File: src/rtl/lwts_pkg.sv
// ----------------------------------------------------------------------------
// lwts_pkg
// shared constants, types and command/status bundles for the longest window
// with target sum block
// ----------------------------------------------------------------------------
package lwts_pkg;

   // sequence and data sizing
   localparam int MAX_ITEMS   = 1024;
   localparam int VALUE_BITS  = 16;
   localparam int TARGET_BITS = 26;
   localparam int IDX_BITS    = $clog2(MAX_ITEMS);
   localparam int CNT_BITS    = $clog2(MAX_ITEMS + 1);
   localparam int SUM_BITS    = ((TARGET_BITS > VALUE_BITS) ? TARGET_BITS : VALUE_BITS) + 1;

   // register port
   localparam int CSR_DATA_BITS  = 32;
   localparam int CSR_ADDR_BITS  = 3;
   localparam int CSR_INDEX_LSB  = 2;
   localparam logic REG_TARGET_SUM = 1'b0;

   typedef logic [VALUE_BITS-1:0]    value_type;
   typedef logic [TARGET_BITS-1:0]   target_type;
   typedef logic [IDX_BITS-1:0]      idx_type;
   typedef logic [CNT_BITS-1:0]      cnt_type;
   typedef logic [SUM_BITS-1:0]      sum_type;
   typedef logic [CSR_DATA_BITS-1:0] csr_data_type;
   typedef logic [CSR_ADDR_BITS-1:0] csr_addr_type;

   // controller to datapath
   typedef struct packed {
      logic take;    // accepted request: push value or flag overflow
      logic check;   // compare window sum to target, update best length
      logic read;    // fetch the oldest window value
      logic sub;     // drop the oldest value from the window
      logic emit;    // load the response register and clear the sequence
   } cmd_type;

   // datapath to controller
   typedef struct packed {
      logic full;         // sequence already holds the maximum item count
      logic need_shrink;  // window non-empty and sum above target
      logic rsp_busy;     // response register holds an unaccepted result
   } sts_type;

endpackage

File: src/rtl/lwts_ctrl.sv
// ----------------------------------------------------------------------------
// lwts_ctrl
// sequencing state machine: push, check, shrink loop and result emission
// ----------------------------------------------------------------------------
module lwts_ctrl (
   input  logic             clock,
   input  logic             reset,
   input  logic             req_valid,
   input  logic             req_last,
   output logic             req_ready,
   input  lwts_pkg::sts_type sts,
   output lwts_pkg::cmd_type cmd
);
   import lwts_pkg::*;

   localparam logic [1:0] S_IDLE  = 2'd0;
   localparam logic [1:0] S_CHECK = 2'd1;
   localparam logic [1:0] S_SUB   = 2'd2;
   localparam logic [1:0] S_EMIT  = 2'd3;

   logic [1:0] state_ff, state_in;
   logic       last_ff, last_in;

   always_comb begin
      state_in  = state_ff;
      last_in   = last_ff;
      cmd       = '0;
      req_ready = 1'b0;
      case (state_ff)
         S_IDLE: begin
            req_ready = 1'b1;
            if (req_valid) begin
               cmd.take = 1'b1;
               last_in  = req_last;
               if (sts.full) begin
                  state_in = req_last ? S_EMIT : S_IDLE;
               end else begin
                  state_in = S_CHECK;
               end
            end
         end
         S_CHECK: begin
            cmd.check = 1'b1;
            if (sts.need_shrink) begin
               cmd.read = 1'b1;
               state_in = S_SUB;
            end else begin
               state_in = last_ff ? S_EMIT : S_IDLE;
            end
         end
         S_SUB: begin
            cmd.sub  = 1'b1;
            state_in = S_CHECK;
         end
         S_EMIT: begin
            if (!sts.rsp_busy) begin
               cmd.emit = 1'b1;
               state_in = S_IDLE;
            end
         end
         default: begin
            state_in = S_IDLE;
         end
      endcase
   end

   always_ff @(posedge clock) begin
      if (reset) begin
         state_ff <= S_IDLE;
      end else begin
         state_ff <= state_in;
      end
      last_ff <= last_in;
   end

endmodule

File: config.mk
export PLATFORM = sky130hd
export DESIGN_NAME = lwts_ctrl
export DESIGN_NICKNAME = d
export VERILOG_FILES = /design/src/rtl/lwts_pkg.sv /design/src/rtl/lwts_ctrl.sv
export SDC_FILE = /design/constraint.sdc
export NUM_CORES = 1
export LEC_CHECK = 0
export ABC_CLOCK_PERIOD_IN_PS = 1450
export BUFFER_PORTS_ARGS = -buffer_cell sky130_fd_sc_hd__buf_4
export CORE_AREA = 10 10 47 49
export DETAILED_ROUTE_END_ITERATION = 8
export DIE_AREA = 0 0 57 59
export HOLD_SLACK_MARGIN = 0.12
export PLACE_DENSITY = 0.32
export RECOVER_POWER = 100
export SLEW_MARGIN = 40
export SYNTH_ARGS = -nofsm -noshare
export SYNTH_HDL_FRONTEND = slang
export SYNTH_SLANG_ARGS = --single-unit
export TNS_END_PERCENT = 30
File: constraint.sdc
create_clock -name clock -period 1.45 [get_ports clock]
set_clock_uncertainty 0.05 [all_clocks]
set_input_delay 0.145 -clock clock [delete_from_list [all_inputs] [get_ports clock]]
set_output_delay 0.145 -clock clock [all_outputs]
set_load 0.03 [all_outputs]
==> summary.md <==
| Metric | Value |
|---|---|
| Status | `finished clean` |
| Static power due to leakage | `0.000134 µW` |
| TNS Setup | `0 ns` |
| Largest fanout on the critical path | `8` |
| Maximum clock frequency | `732 MHz` |
| Highest-delay cell along the critical path | `dfxtp_2` |
| Top-level port count | `13` |
| DRC violation total after the first TritonRoute iteration | `3` |
| Total chip power | `330 µW` |
| First drt pass iteration count | `4` |
| Total number of H-tree levels | `1` |
| Power share of the clock group | `43.2%` |
| Post-CTS Setup Repair Bufs | `0` |
| CP required | `1.25 ns` |
| Num Clock Sinks | `3` |
| FF/Latch Area | `71.3 µm²` |
| Vertical die dimension | `59 µm` |
| Final Wtd Congestion | `0.723` |
| Slowest Stage Delay on Critical Path | `0.37 ns` |
| Layout cells sized above 1 | `43.2%` |
| Number of input and output port buffers inserted | `12` |
| Routed vias | `202` |
| Count of fill cells added during filler insertion | `173` |
| Hold Path Stages | `3` |
| Final number of max-transition violations | `0` |
| Unrepaired setup endpoints after global routing | `no` |
| Area Overhead vs Synth | `82.0%` |
| Psw | `97.2 µW` |
| Total wire length | `553 µm` |
| Average detailed-routed wire length per instance | `10.4 µm` |
| Reg-to-reg slack, setup | `0.45 ns` |
| Mean instance size in the synthesized netlist | `9.15 µm²` |
| Path depth of the worst reg2reg path | `2` |
| Antenna Diode Count | `0` |
| Post-Place Setup Slack | `0.259 ns` |
| Overall fraction of global-route tracks in use | `3.80%` |
| Reg-to-Reg Start | `last_ff$_DFFE_PP_` |
| CTS tree | `built` |
| Sequential group share of total power | `31.3%` |
| Clock latency at the later pin of the worst-skew pair | `0.23 ns` |
| Post-detailed-route via-to-cell ratio | `3.81` |
| Post-route standard cell area excluding fillers | `317 µm²` |
| Peak ir drop on the vdd network | `0.347 mV` |
| Destination of the worst register-to-register timing path | `state_ff[1]$_SDFFE_PP0P_` |
| ANT nets after route | `0` |
| Final period util | `94.2%` |
| Number of global-route vias before repair | `212` |
| Worst min-delay path endpoint | `state_ff[1]$_SDFFE_PP0P_` |
| Die boundary width | `57 µm` |
| Largest net degree at the start of global routing | `9` |
| Worst slew margin relative to its limit | `75.3%` |
| Max_cap viols | `0` |
| DP Area | `284 µm²` |
| Critical hold path startpoint | `sts[2]` |
| Inserted Clock Buffers | `3` |
| Number of buffer and inverter stages on the critical path | `1` |
| Crit path capture type | `primary output` |
| Startpoint kind of the worst setup timing path | `flop` |
| Design internal power | `233 µW` |
| HPWL after detailed placement | `468 µm` |
| Slack of the critical path | `0.0844 ns` |
| Post-layout minimum cycle time | `1.37 ns` |
| Cell at the root of the clock tree | `clkbuf_4` |
| Clock Pin Slew Worst Setup and Hold Paths | `0.03 ns` |
| Category of cells accounting for the largest share of critical-path delay | `simple AND/OR/NAND/NOR gates` |
| Power per unit of standard cell area | `1040 nW/µm²` |
| Nets | `45` |
| Hold WC Path Type | `in -> reg` |
| Proportion of power drawn by combinational gates | `25.5%` |
| Arrival time worst endpoint | `1.17 ns` |
| Total number of cells along the worst setup path | `3` |
| Post-synthesis instance area | `174 µm²` |
| Final Hold Violating Endpoints | `0` |
| Flops & latches, synth | `3` |
| Post-synthesis cell type count | `17` |
| Global route overflow | `0` |
| Sequence of cells on the critical path | `and2b_2, and2_1, clkbuf_4` |
| Max Buffers Root-to-Sink | `2` |
| Post-synthesis instance total | `19` |
| Final setup violating endpoints | `0` |
| Core Box Area | `1400 µm²` |
| Util after Layout | `22.6%` |
| Overall die area | `3360 µm²` |
| First-pass GRT wire length | `910 µm` |
| Yosys synthesis warning count | `0` |
| Net switching fraction of the power | `29.4%` |
| Total nets after synthesis | `26` |
| Setup CP Type | `reg -> out` |
| Area taken by multi-input logic gates | `96.3 µm²` |
| Number of antenna violations at the first check in global routing | `0` |
| Transition time at the pin with the least slew margin | `0.372 ns` |
| Share of the yosys chip area belonging to registers | `40.3%` |
| Starting Density | `12.4%` |
| Total number of placement rows | `14` |
| Number of design rule violations left after detail routing | `0` |
-- worst max path at each step --
| stage | start | endpoint |
|---|---|---|
| after global placement | state_ff[1]$_SDFFE_PP0P_ | cmd[2] |
| after global routing | state_ff[0]$_SDFFE_PP0P_ | cmd[0] |
| after floorplan | state_ff[0]$_SDFFE_PP0P_ | cmd[0] |
| final | state_ff[1]$_SDFFE_PP0P_ | cmd[2] |
| after detailed placement | state_ff[1]$_SDFFE_PP0P_ | cmd[2] |
| after CTS | state_ff[1]$_SDFFE_PP0P_ | cmd[2] |
-- layout by cell type, fill, tap and decap left out --
cell and n:
clkbuf_1 3, inv_1 2, and2_1 1, and2b_2 1, o21ai_0 1, clkbuf_4 4
dfxtp_2 1, dfxtp_1 1, nor3b_1 1, nand3_1 1, edfxtp_1 1, a31oi_1 1
o311ai_0 1, nor2_1 1, buf_2 1, clkbuf_2 2, dlygate4sd3_1 2, a21oi_1 1
nor2b_1 1, nor3b_2 1, nand3b_1 1, nand2b_1 1, buf_4 6, o211ai_1 1
-- per-layer routing --
metal | up-vias | part of all wire (%) | track usage [%]
li1 | 105 | - | -
met1 | 88 | 47 | 3.08
met2 | 9 | 43 | 4.96
met3 | 0 | 10 | 3.22
met4 | 0 | 0 | 5.03
met5 | - | 0 | 0
-- through the flow --
| stage | std cells | hold WS, ns |
|---|---|---|
| 3_3_place_gp | 47 | 0.266 |
| 2_1_floorplan | 19 | 0.164 |
| 4_1_cts | 53 | 0.154 |
| 3_5_place_dp | 47 | 0.264 |
| 6_report | 53 | 0.152 |
| 5_1_grt | 53 | 0.156 |
-- cells in the mapped netlist --
cell type | n | area share (%)
nand2b_1 | 1 | 3.6
edfxtp_1 | 1 | 17
and2_1 | 1 | 3.6
a21oi_1 | 1 | 2.9
o21ai_0 | 1 | 2.9
a31oi_1 | 1 | 3.6
nor3b_1 | 1 | 4.3
dfxtp_1 | 2 | 23
nand3_1 | 1 | 2.9
nor3b_2 | 1 | 7.2
nand3b_1 | 1 | 4.3
nor2_1 | 1 | 2.2
nor2b_1 | 1 | 3.6
o211ai_1 | 1 | 4.3
and2b_2 | 1 | 5.0
inv_1 | 2 | 4.3
o311ai_0 | 1 | 5.0
-- registers in the layout, indices dropped and copies added, names as in the netlist --
| signal | cells |
|---|---|
| state_ff | 2 |
| last_ff | 1 |
-- worst min-delay path, stage by stage --
cell and delay, ns:
buf_4 0.11, nand3_1 0.07, a21oi_1 0.06
-- final cells by class --
| class | count | area share, % |
|---|---|---|
| clock buffers | 4 | 8.30 |
| inverters | 2 | 2.37 |
| multi-input cells | 14 | 30.4 |
| flip-flops and latches | 3 | 22.5 |
| well taps | 16 | 6.32 |
| repair buffers | 14 | 30.0 |
-- power groups by stage --
| stage | registers (µW) | clock network (µW) | logic (µW) |
|---|---|---|---|
| 2_1_floorplan | 102 | 0 | 50.1 |
| 3_3_place_gp | 105 | 0 | 89.8 |
| 3_5_place_dp | 105 | 0 | 89.8 |
| 4_1_cts | 104 | 152 | 94.3 |
| 5_1_grt | 105 | 160 | 91.2 |
| 6_report | 104 | 143 | 84.1 |
-- cells by family (layout without fill, tap and decap cells) --
| family | count (synthesis) | after routing | share of synthesized area (%) |
|---|---|---|---|
| flops | 3 | 3 | 40.3 |
| simple gates | 9 | 9 | 36.7 |
| buf+inv | 2 | 20 | 4.32 |
| compound gates | 5 | 5 | 18.7 |
-- timing repair --
| item | in CTS | in global routing |
|---|---|---|
| resized for setup | 0 | 1 |
| endpoints found under the setup margin | 0 | 1 |
| endpoints found under the hold margin | 3 | 0 |
| hold buffers | 2 | 0 |
Note: power is estimated with default switching activity, not from simulation.
